<file path="config.mk">
export PLATFORM = sky130hd
export DESIGN_NAME = first_fit_extent_allocator_top
export DESIGN_NICKNAME = d
export VERILOG_FILES = /design/src/hdl/ffea_pkg.sv /design/src/hdl/first_fit_extent_allocator_top.sv /design/src/hdl/ffea_cell.sv /design/src/hdl/ffea_sweep.sv
export SDC_FILE = /design/constraint.sdc
export NUM_CORES = 2
export LEC_CHECK = 0
export ABC_AREA = 1
export BUFFER_PORTS_ARGS = -buffer_cell sky130_fd_sc_hd__buf_2
export CAP_MARGIN = 40
export CORE_MARGIN = 2
export CORE_UTILIZATION = 50
export DETAILED_ROUTE_END_ITERATION = 8
export PLACE_DENSITY = 0.7
export REMOVE_ABC_BUFFERS = 1
export SYNTH_ARGS = -nofsm -noshare
export SYNTH_HDL_FRONTEND = slang
export SYNTH_SLANG_ARGS = --single-unit
export TNS_END_PERCENT = 10
</file>
<file path="constraint.sdc">
create_clock -name clk_i -period 203.9 [get_ports clk_i]
set_input_delay 40.78 -clock clk_i [delete_from_list [all_inputs] [get_ports clk_i]]
set_output_delay 40.78 -clock clk_i [all_outputs]
set_load 0.05 [all_outputs]
</file>
<file path="src/hdl/ffea_pkg.sv">
// Shared types and constants of the first-fit extent allocator
`timescale 1ns / 1ps

package ffea_pkg;

  // field widths
  localparam int unsigned ADDR_W   = 40;
  localparam int unsigned SIZE_W   = 32;
  localparam int unsigned RSIZE_W  = SIZE_W + 1;
  localparam int unsigned STATUS_W = 2;

  // page rounding
  localparam int unsigned PAGE_BYTES = 4096;
  localparam logic [RSIZE_W-1:0] PAGE_ROUND = RSIZE_W'(PAGE_BYTES - 1);
  localparam logic [RSIZE_W-1:0] PAGE_KEEP  = ~PAGE_ROUND;

  // reset value of the capacity register
  localparam logic [ADDR_W-1:0] CAPACITY_RESET = 40'd107374182400;

  typedef logic [ADDR_W-1:0]  addr_t;
  typedef logic [RSIZE_W-1:0] rsize_t;

  // one free-list entry
  typedef struct packed {
    addr_t start;
    addr_t len;
  } hole_t;

  typedef enum logic {
    ACT_ALLOC = 1'b0,
    ACT_FREE  = 1'b1
  } action_e;

  typedef enum logic [STATUS_W-1:0] {
    ST_OK       = 2'd0,
    ST_NOSPACE  = 2'd1,
    ST_LISTFULL = 2'd2
  } status_e;

  // kind of pass over the free list
  typedef enum logic [1:0] {
    OP_FIND     = 2'd0,
    OP_INSERT   = 2'd1,
    OP_REINSERT = 2'd2
  } sweep_op_e;

  // request for one pass over the free list
  typedef struct packed {
    logic      start;
    sweep_op_e op;
    addr_t     key;
    addr_t     len;
    rsize_t    size;
  } sweep_cmd_t;

  // outcome of one pass
  typedef struct packed {
    logic  done;
    logic  found;
    logic  full;
    logic  wrap;
    addr_t base;
    addr_t wrap_start;
    addr_t rest;
  } sweep_res_t;

  // bytes rounded up to a whole page
  function automatic rsize_t round_to_page(input logic [SIZE_W-1:0] size);
    rsize_t sum;
    sum = RSIZE_W'(size) + PAGE_ROUND;
    return sum & PAGE_KEEP;
  endfunction

endpackage

</file>
<file path="src/hdl/first_fit_extent_allocator_top.sv">
// Top level of the first-fit extent allocator: handshakes, end pointer, cell chain
`timescale 1ns / 1ps

// First-fit extent allocator. Each transaction allocates (action 0) or frees
// (action 1) one extent; sizes are rounded up to 4096 bytes. The free list of
// FREE_SLOTS holes sits in a chain of cells that is rotated past a head
// processor for every transaction, which searches, deletes and inserts in
// offset order on the fly. A free, an allocation served from the end pointer
// and an allocation whose split stays below 2^40 take one rotation; an
// allocation whose remainder offset wraps past 2^40 needs a second rotation.
// The result sits in an output register, so a new transaction is taken while
// it waits. The user must write capacity_bytes through cfg_we_i only while the
// block is idle; the block itself does not enforce this. Holes are never
// coalesced.
module first_fit_extent_allocator_top #(
  parameter int unsigned FREE_SLOTS = 64
) (
  input  logic        clk_i,
  input  logic        rst_ni,
  input  logic        cfg_we_i,
  input  logic [39:0] cfg_capacity_bytes_i,
  input  logic        in_valid_i,
  output logic        in_ready_o,
  input  logic        action_i,
  input  logic [31:0] size_bytes_i,
  input  logic [39:0] release_offset_i,
  output logic        out_valid_o,
  input  logic        out_ready_i,
  output logic [39:0] granted_offset_o,
  output logic [1:0]  status_o
);

  typedef enum logic [3:0] {
    S_IDLE  = 4'b0001,
    S_SWEEP = 4'b0010,
    S_WRAP  = 4'b0100,
    S_OUT   = 4'b1000
  } state_e;

  state_e state_q, state_d;

  ffea_pkg::action_e    act_q;
  ffea_pkg::rsize_t     size_q, size_in;
  ffea_pkg::addr_t      cap_q, ep_q, gr_q, out_gr_q;
  ffea_pkg::status_e    st_q, out_st_q;
  logic                 use_end_q, out_valid_q;
  ffea_pkg::sweep_cmd_t cmd;
  ffea_pkg::sweep_res_t res;
  ffea_pkg::hole_t      emit;
  logic                 shift;
  ffea_pkg::hole_t      cell_q [FREE_SLOTS];

  logic                        in_fire, out_load, nospace;
  logic [ffea_pkg::ADDR_W:0]   ep_sum;

  assign in_ready_o = (state_q == S_IDLE);
  assign in_fire    = in_valid_i && in_ready_o;
  assign size_in    = ffea_pkg::round_to_page(size_bytes_i);
  assign out_load   = (state_q == S_OUT) && (!out_valid_q || out_ready_i);
  assign ep_sum     = {1'b0, ep_q} + (ffea_pkg::ADDR_W + 1)'(size_q);
  assign nospace    = (ep_sum > {1'b0, cap_q});

  // pass requests: a new transaction or the wrapped remainder
  always_comb begin
    cmd.start = 1'b0;
    cmd.op    = ffea_pkg::OP_REINSERT;
    cmd.key   = res.wrap_start;
    cmd.len   = res.rest;
    cmd.size  = size_q;
    if (state_q == S_IDLE) begin
      cmd.start = in_valid_i;
      cmd.op    = (ffea_pkg::action_e'(action_i) == ffea_pkg::ACT_FREE) ?
                  ffea_pkg::OP_INSERT : ffea_pkg::OP_FIND;
      cmd.key   = release_offset_i;
      cmd.len   = ffea_pkg::ADDR_W'(size_in);
      cmd.size  = size_in;
    end else if (state_q == S_SWEEP) begin
      cmd.start = res.done && (act_q == ffea_pkg::ACT_ALLOC) && res.found && res.wrap;
    end
  end

  // sequencing of one transaction
  always_comb begin
    state_d = state_q;
    unique case (state_q)
      S_IDLE: begin
        if (in_fire) begin
          state_d = S_SWEEP;
        end
      end
      S_SWEEP: begin
        if (res.done) begin
          state_d = cmd.start ? S_WRAP : S_OUT;
        end
      end
      S_WRAP: begin
        if (res.done) begin
          state_d = S_OUT;
        end
      end
      S_OUT: begin
        if (out_load) begin
          state_d = S_IDLE;
        end
      end
      default: state_d = S_IDLE;
    endcase
  end

  // control state, capacity, end pointer and output valid
  always_ff @(posedge clk_i or negedge rst_ni) begin
    if (!rst_ni) begin
      state_q     <= S_IDLE;
      cap_q       <= ffea_pkg::CAPACITY_RESET;
      ep_q        <= '0;
      out_valid_q <= 1'b0;
    end else begin
      state_q <= state_d;
      if (cfg_we_i) begin
        cap_q <= cfg_capacity_bytes_i;
      end
      if (out_load) begin
        out_valid_q <= 1'b1;
        if (use_end_q && !nospace) begin
          ep_q <= ep_sum[ffea_pkg::ADDR_W-1:0];
        end
      end else if (out_ready_i) begin
        out_valid_q <= 1'b0;
      end
    end
  end

  // transaction payload and result
  always_ff @(posedge clk_i) begin
    if (in_fire) begin
      act_q  <= ffea_pkg::action_e'(action_i);
      size_q <= size_in;
    end
    if ((state_q == S_SWEEP) && res.done) begin
      use_end_q <= (act_q == ffea_pkg::ACT_ALLOC) && !res.found;
      gr_q      <= ((act_q == ffea_pkg::ACT_ALLOC) && res.found) ? res.base : '0;
      st_q      <= ((act_q == ffea_pkg::ACT_FREE) && res.full) ?
                   ffea_pkg::ST_LISTFULL : ffea_pkg::ST_OK;
    end
    if (out_load) begin
      if (use_end_q) begin
        out_gr_q <= nospace ? '0 : ep_q;
        out_st_q <= nospace ? ffea_pkg::ST_NOSPACE : ffea_pkg::ST_OK;
      end else begin
        out_gr_q <= gr_q;
        out_st_q <= st_q;
      end
    end
  end

  // head processor
  ffea_sweep #(
    .FREE_SLOTS(FREE_SLOTS)
  ) u_sweep (
    .clk_i   (clk_i),
    .rst_ni  (rst_ni),
    .cmd_i   (cmd),
    .head0_i (cell_q[0]),
    .head1_i (cell_q[1]),
    .emit_o  (emit),
    .shift_o (shift),
    .res_o   (res)
  );

  // rotating chain of free-list cells
  for (genvar k = 0; k < FREE_SLOTS; k++) begin : g_cell
    if (k == FREE_SLOTS - 1) begin : g_tail
      ffea_cell u_cell (
        .clk_i   (clk_i),
        .shift_i (shift),
        .data_i  (emit),
        .data_o  (cell_q[k])
      );
    end else begin : g_body
      ffea_cell u_cell (
        .clk_i   (clk_i),
        .shift_i (shift),
        .data_i  (cell_q[k+1]),
        .data_o  (cell_q[k])
      );
    end
  end

  assign out_valid_o      = out_valid_q;
  assign granted_offset_o = out_gr_q;
  assign status_o         = out_st_q;

endmodule

</file>
<file path="src/hdl/ffea_cell.sv">
// One free-list entry of the rotating cell chain
`timescale 1ns / 1ps

module ffea_cell (
  input  logic            clk_i,
  input  logic            shift_i,
  input  ffea_pkg::hole_t data_i,
  output ffea_pkg::hole_t data_o
);

  ffea_pkg::hole_t hole_q;

  // take the next cell's entry (the head processor's output at the tail) on every rotation step
  always_ff @(posedge clk_i) begin
    if (shift_i) begin
      hole_q <= data_i;
    end
  end

  assign data_o = hole_q;

endmodule

</file>
<file path="src/hdl/ffea_sweep.sv">
// Head-of-chain processor: search, delete and ordered insert while the list rotates
`timescale 1ns / 1ps

module ffea_sweep #(
  parameter int unsigned FREE_SLOTS = 64
) (
  input  logic                 clk_i,
  input  logic                 rst_ni,
  input  ffea_pkg::sweep_cmd_t cmd_i,
  input  ffea_pkg::hole_t      head0_i,
  input  ffea_pkg::hole_t      head1_i,
  output ffea_pkg::hole_t      emit_o,
  output logic                 shift_o,
  output ffea_pkg::sweep_res_t res_o
);

  localparam int unsigned IDX_W = $clog2(FREE_SLOTS);
  localparam int unsigned CNT_W = $clog2(FREE_SLOTS + 1);

  // offset between emitted slot and the list entry under consideration
  typedef enum logic [2:0] {
    LAG_ALIGN  = 3'b001,
    LAG_AHEAD  = 3'b010,
    LAG_BEHIND = 3'b100
  } lag_e;

  logic             busy_q, done_q;
  logic [IDX_W-1:0] t_q;
  lag_e             lag_q, lag_d;
  logic             find_q, find_d, pend_q, pend_d, chk_full_q;
  logic             add_q, add_d, del_q, del_d;
  logic             found_q, found_d, full_q, full_d, wrap_q, wrap_d;
  logic [CNT_W-1:0] count_q, count_d;

  ffea_pkg::hole_t   carry_q, carry_d;
  ffea_pkg::addr_t   key_q, key_d, len_q, len_d;
  ffea_pkg::addr_t   base_q, base_d, wstart_q, wstart_d, rest_q, rest_d;
  ffea_pkg::rsize_t  size_q;

  ffea_pkg::hole_t              cur;
  logic                         cur_vld, nxt_vld, last, list_full, fit;
  logic [CNT_W-1:0]             t_ext, cur_idx;
  ffea_pkg::addr_t              size_ext, rest_w;
  logic [ffea_pkg::ADDR_W:0]    sum_w;
  ffea_pkg::hole_t              emit;

  assign last      = (t_q == IDX_W'(FREE_SLOTS - 1));
  assign t_ext     = CNT_W'(t_q);
  assign list_full = (count_q == CNT_W'(FREE_SLOTS));
  assign nxt_vld   = ((t_ext + CNT_W'(1)) < count_q);
  assign size_ext  = ffea_pkg::ADDR_W'(size_q);

  // entry under consideration and its list index
  always_comb begin
    unique case (lag_q)
      LAG_ALIGN: begin
        cur     = head0_i;
        cur_idx = t_ext;
      end
      LAG_AHEAD: begin
        cur     = head1_i;
        cur_idx = t_ext + CNT_W'(1);
      end
      LAG_BEHIND: begin
        cur     = carry_q;
        cur_idx = t_ext - CNT_W'(1);
      end
      default: begin
        cur     = head0_i;
        cur_idx = t_ext;
      end
    endcase
  end

  assign cur_vld = (cur_idx < count_q);
  assign fit     = find_q && cur_vld && (cur.len >= size_ext);
  assign rest_w  = cur.len - size_ext;
  assign sum_w   = {1'b0, cur.start} + (ffea_pkg::ADDR_W + 1)'(size_q);

  // decide what goes into the tail cell this step
  always_comb begin
    emit     = cur;
    lag_d    = lag_q;
    carry_d  = (lag_q == LAG_BEHIND) ? head0_i : carry_q;
    find_d   = find_q;
    pend_d   = pend_q;
    add_d    = add_q;
    del_d    = del_q;
    found_d  = found_q;
    full_d   = full_q;
    wrap_d   = wrap_q;
    key_d    = key_q;
    len_d    = len_q;
    base_d   = base_q;
    wstart_d = wstart_q;
    rest_d   = rest_q;
    if (pend_q && (!cur_vld || (cur.start >= key_q))) begin
      pend_d = 1'b0;
      priority if (cur_vld && (cur.start == key_q)) begin
        emit.start = cur.start;
        emit.len   = len_q;
      end else if (chk_full_q && list_full) begin
        full_d = 1'b1;
      end else begin
        emit.start = key_q;
        emit.len   = len_q;
        add_d      = 1'b1;
        if (lag_q == LAG_ALIGN) begin
          lag_d   = LAG_BEHIND;
          carry_d = head0_i;
        end else begin
          lag_d = LAG_ALIGN;
        end
      end
    end else if (fit) begin
      // first fit: drop it, the remainder goes back in order
      find_d  = 1'b0;
      found_d = 1'b1;
      del_d   = 1'b1;
      base_d  = cur.start;
      priority if (rest_w == '0) begin
        emit  = head1_i;
        lag_d = LAG_AHEAD;
      end else if (sum_w[ffea_pkg::ADDR_W]) begin
        // remainder offset wraps, reinserted by a second pass
        emit     = head1_i;
        lag_d    = LAG_AHEAD;
        wrap_d   = 1'b1;
        wstart_d = sum_w[ffea_pkg::ADDR_W-1:0];
        rest_d   = rest_w;
      end else if (!nxt_vld || (head1_i.start > sum_w[ffea_pkg::ADDR_W-1:0])) begin
        emit.start = sum_w[ffea_pkg::ADDR_W-1:0];
        emit.len   = rest_w;
        add_d      = 1'b1;
      end else if (head1_i.start == sum_w[ffea_pkg::ADDR_W-1:0]) begin
        emit.start = head1_i.start;
        emit.len   = rest_w;
        lag_d      = LAG_AHEAD;
      end else begin
        emit   = head1_i;
        lag_d  = LAG_AHEAD;
        pend_d = 1'b1;
        key_d  = sum_w[ffea_pkg::ADDR_W-1:0];
        len_d  = rest_w;
      end
    end
    // insert never placed on a full list
    if (last && pend_d && chk_full_q) begin
      full_d = 1'b1;
    end
  end

  assign count_d = count_q + CNT_W'(add_d) - CNT_W'(del_d);

  // pass control and entry count
  always_ff @(posedge clk_i or negedge rst_ni) begin
    if (!rst_ni) begin
      busy_q     <= 1'b0;
      done_q     <= 1'b0;
      t_q        <= '0;
      lag_q      <= LAG_ALIGN;
      find_q     <= 1'b0;
      pend_q     <= 1'b0;
      chk_full_q <= 1'b0;
      add_q      <= 1'b0;
      del_q      <= 1'b0;
      found_q    <= 1'b0;
      full_q     <= 1'b0;
      wrap_q     <= 1'b0;
      count_q    <= '0;
    end else begin
      done_q <= busy_q && last;
      if (cmd_i.start) begin
        busy_q     <= 1'b1;
        t_q        <= '0;
        lag_q      <= LAG_ALIGN;
        find_q     <= (cmd_i.op == ffea_pkg::OP_FIND);
        pend_q     <= (cmd_i.op != ffea_pkg::OP_FIND);
        chk_full_q <= (cmd_i.op == ffea_pkg::OP_INSERT);
        add_q      <= 1'b0;
        del_q      <= 1'b0;
        found_q    <= 1'b0;
        full_q     <= 1'b0;
        wrap_q     <= 1'b0;
      end else if (busy_q) begin
        t_q     <= t_q + IDX_W'(1);
        lag_q   <= lag_d;
        find_q  <= find_d;
        pend_q  <= pend_d;
        add_q   <= add_d;
        del_q   <= del_d;
        found_q <= found_d;
        full_q  <= full_d;
        wrap_q  <= wrap_d;
        if (last) begin
          busy_q  <= 1'b0;
          count_q <= count_d;
        end
      end
    end
  end

  // pass payload
  always_ff @(posedge clk_i) begin
    if (cmd_i.start) begin
      key_q  <= cmd_i.key;
      len_q  <= cmd_i.len;
      size_q <= cmd_i.size;
    end else if (busy_q) begin
      carry_q  <= carry_d;
      key_q    <= key_d;
      len_q    <= len_d;
      base_q   <= base_d;
      wstart_q <= wstart_d;
      rest_q   <= rest_d;
    end
  end

  assign emit_o  = emit;
  assign shift_o = busy_q;

  assign res_o.done       = done_q;
  assign res_o.found      = found_q;
  assign res_o.full       = full_q;
  assign res_o.wrap       = wrap_q;
  assign res_o.base       = base_q;
  assign res_o.wrap_start = wstart_q;
  assign res_o.rest       = rest_q;

endmodule
</file>
==> reports/summary.log <==
qor: global_route.antenna_violations_before_repair 32
qor: synthesis.synth.distinct_cells 62
qor: clock_tree.cts.sink_count 5,626
qor: power_and_ir_drop.fin_total_pwr 2.43 mW
qor: synthesis.post_synth_instance_area 188,000 um^2
qor: critical_path.rr_startpoint u_sweep.lag_q[1]
qor: critical_path.timing.critical_path.required 204.50 ns
qor: cells_and_area.drive_gt1_frac 0.109
qor: routing.detailroute.via_count 81,200
qor: cells_and_area.final_cell_mix 5,527 x edfxtp_1, 1,366 x nand2_1, 570 x inv_1, 554 x clkbuf_16, 318 x nor2_1
qor: placement.detailed_place_hpwl 222,000 um
qor: synthesis.most_instantiated_flip_flop_cell_in_the_synthesis_netlist edfxtp_1
qor: synthesis.synth-edff-count 5,527
qor: global_route.first_pass_grt_wire_length 544,000 um
qor: sta.post-route-min-period 43.70 ns
qor: critical_path.critical_path_fanouts_max 89
qor: critical_path.reg2reg_to u_sweep.count_q[6]
qor: floorplanning.core.rowCount 224
qor: sta.timing.slew.headroom 0.148
qor: clock_tree.postCtsResizedCells 0
qor: clock_tree.tritoncts_clock_tree yes
qor: routing.dr.first_iter.drc_count 8,821
qor: power_and_ir_drop.max-vdd-ir-drop 0.00000939 V
qor: global_route.globalRouteTotalUtil 0.195
qor: routing.drtAntennaViolNets 0
qor: run_status.run_status complete, no violations
qor: sta.highest_attainable_clock_frequency 0.0229 GHz
qor: global_route.grt-ovfl-total 0
qor: sta.finalSetupViolations 0
qor: sta.clock-skew-final 0.108 ns
qor: sta.count_of_endpoints_failing_hold_in_the_final_timing_report 0
qor: routing.firstDrtPassIters 8
qor: floorplanning.chipWidth 617 um
qor: synthesis.synth_largest_type_area_fraction 0.884
qor: global_route.number_of_global_route_vias_before_repair 81,000
qor: critical_path.reg2reg_depth 44
qor: sta.hold_slack 0.363 ns
qor: sta.worst_slew_pin_slew 1.28 ns
qor: clock_tree.clock_tree.root_cell clkbuf_16
qor: hold_path.worst_hold_path.num_cells 0
qor: synthesis.synth.area.top_cells edfxtp_1 88%, nand2_1 2.7%, ha_1 1.3%, dfrtp_1 1.3%, inv_1 1.1%
qor: synthesis.postSynth.asyncResetShare 0.0176
qor: clock_tree.maximum_buffer_depth_of_the_clock_tree 4
qor: clock_tree.tritoncts.num_buffers 546
qor: cells_and_area.area_delta_synth_final 14.0%
qor: clock_tree.clock_tree.htree_level_count 6
qor: critical_path.timing.setup.critical_path_class in -> reg
qor: synthesis.synthesis.instances 9,553
qor: floorplanning.floorplan.initialDensity 0.503
qor: floorplanning.die-area 380,000 um^2
qor: critical_path.cp_data_arrival_time 44.30 ns
qor: synthesis.synth.yosys.warnings 0
qor: floorplanning.floorplan.core_area 373,000 um^2
qor: sta.final_cycle_utilization_of_the_critical_path 0.214
qor: synthesis.synth_area_per_cell 19.6 um^2
qor: power_and_ir_drop.power-per-cell-area 11.3 nW/um^2
qor: sta.fin_tns_setup 0 ns
qor: critical_path.timing.critical_path.to_type register
qor: sta.grt_setup_unrepaired no
qor: cells_and_area.layout.nets 10,500
qor: routing.drcViolationCount 0
qor: critical_path.timing.reg2reg.setup_slack 192.56 ns
qor: critical_path.crit_path_start_kind input pin
qor: synthesis.synth_sequential_area_ratio 0.897
qor: floorplanning.ioPinCount 162
qor: flow_run.maxCapViolations 0
qor: clock_tree.post_cts_setup_buffer_count 0
qor: routing.drt-total-wl 376,000 um
qor: placement.io_buffers 161
qor: routing.vias_per_cell 5.19
qor: clock_tree.path_clk_slew 0.06 ns
qor: clock_tree.clock_latency 1.04 ns
qor: global_route.grt_max_degree 212
qor: clock_tree.holdBufCountCts 0
qor: synthesis.synth_top_cell_by_area edfxtp_1
qor: hold_path.hold_start g_cell[45].g_body.u_cell.data_o[63]
qor: synthesis.yosys_register_bits 5,626
qor: floorplanning.vertical_die_dimension 617 um
qor: cells_and_area.layout.cells.most_common edfxtp_1
qor: power_and_ir_drop.power.leakage 89.1 nW
qor: sta.finalMaxSlewViolations 0
qor: placement.gpl.final_weighted_congestion 0.909
qor: routing.drt-wirelength-per-cell 24.0 um
qor: hold_path.worst_hold_path.endpoint g_cell[44].g_body.u_cell.data_o[63]
qor: hold_path.hp-class reg -> reg
-- cells in the mapped netlist (5+ instances only) --
| cell type | count |
|---|---|
| a211oi_1 | 5 |
| nor3_1 | 30 |
| edfxtp_1 | 5527 |
| clkbuf_1 | 128 |
| a32o_1 | 5 |
| nand3_1 | 191 |
| xnor2_1 | 19 |
| nor4_1 | 13 |
| o21bai_1 | 11 |
| nand2_2 | 8 |
| a21o_1 | 8 |
| o22ai_1 | 24 |
| ha_1 | 194 |
| a31oi_1 | 46 |
| o221ai_1 | 7 |
| or2_2 | 8 |
| buf_2 | 28 |
| inv_1 | 571 |
| a22oi_1 | 12 |
| and2_1 | 5 |
| dfrtp_1 | 94 |
| xor2_1 | 50 |
| inv_2 | 18 |
| a22o_1 | 10 |
| nand2_1 | 1371 |
| buf_4 | 9 |
| buf_1 | 15 |
| nor2_2 | 8 |
| o21ai_1 | 81 |
| o211ai_1 | 63 |
| nand4_1 | 41 |
| nand3_2 | 6 |
| o21ai_0 | 241 |
| buf_6 | 11 |
| nor2_1 | 325 |
| a21oi_1 | 312 |
| nand3b_1 | 13 |
| dfstp_2 | 5 |
-- sequential cells by signal (all words and copies together), names as in the netlist, 28 cells and up --
register,flops
granted_offset_o,40
u_sweep.rest_q,40
gr_q,40
g_cell.g_body.u_cell.data_o,5040
u_sweep.wstart_q,40
u_sweep.base_q,40
cap_q,40
u_sweep.len_q,40
u_sweep.carry_q,80
g_cell.g_tail.u_cell.data_o,80
u_sweep.key_q,40
ep_q,28
-- worst max-delay path, stage by stage --
cell and delay, ns:
buf_2 0.09, inv_1 0.06, nor2_4 0.20, inv_1 0.13, nand2_4 0.65, inv_1 0.53
buf_4 0.45, nand2_4 0.56, buf_4 0.69
-- per-stage QoR --
stage          cells   util  setup WS [ns]  area [um^2]
2_1_floorplan   9362      -          81.27       187000
3_3_place_gp   14600  0.522         158.57       195000
3_5_place_dp   14600  0.525         159.15       196000
4_1_cts        15600  0.573         160.17       214000
5_1_grt        15600  0.573         160.00       214000
6_report       15600  0.573         160.20       214000
-- where the power goes --
part           internal, mW  total [mW]  switching, mW
sequential             1.27        1.29         0.0216
combinational        0.0323       0.127         0.0949
clock                 0.571        1.01          0.435
total                  1.87        2.43          0.552
-- layout make-up --
type / instances / area, um^2
fillers: 26800 / 159000
diodes: 17 / 42.5
clock inverters: 303 / 3520
repair buffers: 312 / 2840
multi-input cells: 3144 / 16300
inverters: 592 / 2230
well taps: 4972 / 6220
flip-flops and latches: 5626 / 168000
clock buffers: 682 / 14400
-- how the worst max path moves through the flow --
stage / start / cells after the start / endpoint
global placement: in_valid_i / 9 / u_sweep.key_q[2]
finish: in_valid_i / 9 / u_sweep.key_q[20]
CTS: state_q[0] / 4 / in_ready_o
global route: in_valid_i / 9 / u_sweep.key_q[18]
floorplan: u_sweep.shift_o / 4 / u_sweep.base_q[0]
detailed placement: in_valid_i / 9 / u_sweep.key_q[34]
-- layer usage --
metal	track usage	vias up	wire length, um
li1	-	37100	-
met1	0.283	41400	168000
met2	0.300	2115	172000
met3	0.0293	636	19300
met4	0.0784	6	16500
met5	0	-	41
-- logic make-up after synthesis --
kind of cell	synth area share
DFF	0.897
and+or+nand+nor	0.0442
AOI/OAI and AO/OA	0.0253
buffers and inverters	0.0165
adders and majority gates	0.0134
xor gates and xnor gates	0.00322
muxes	0.0000600
No activity file was read; power rests on OpenSTA's default activity.
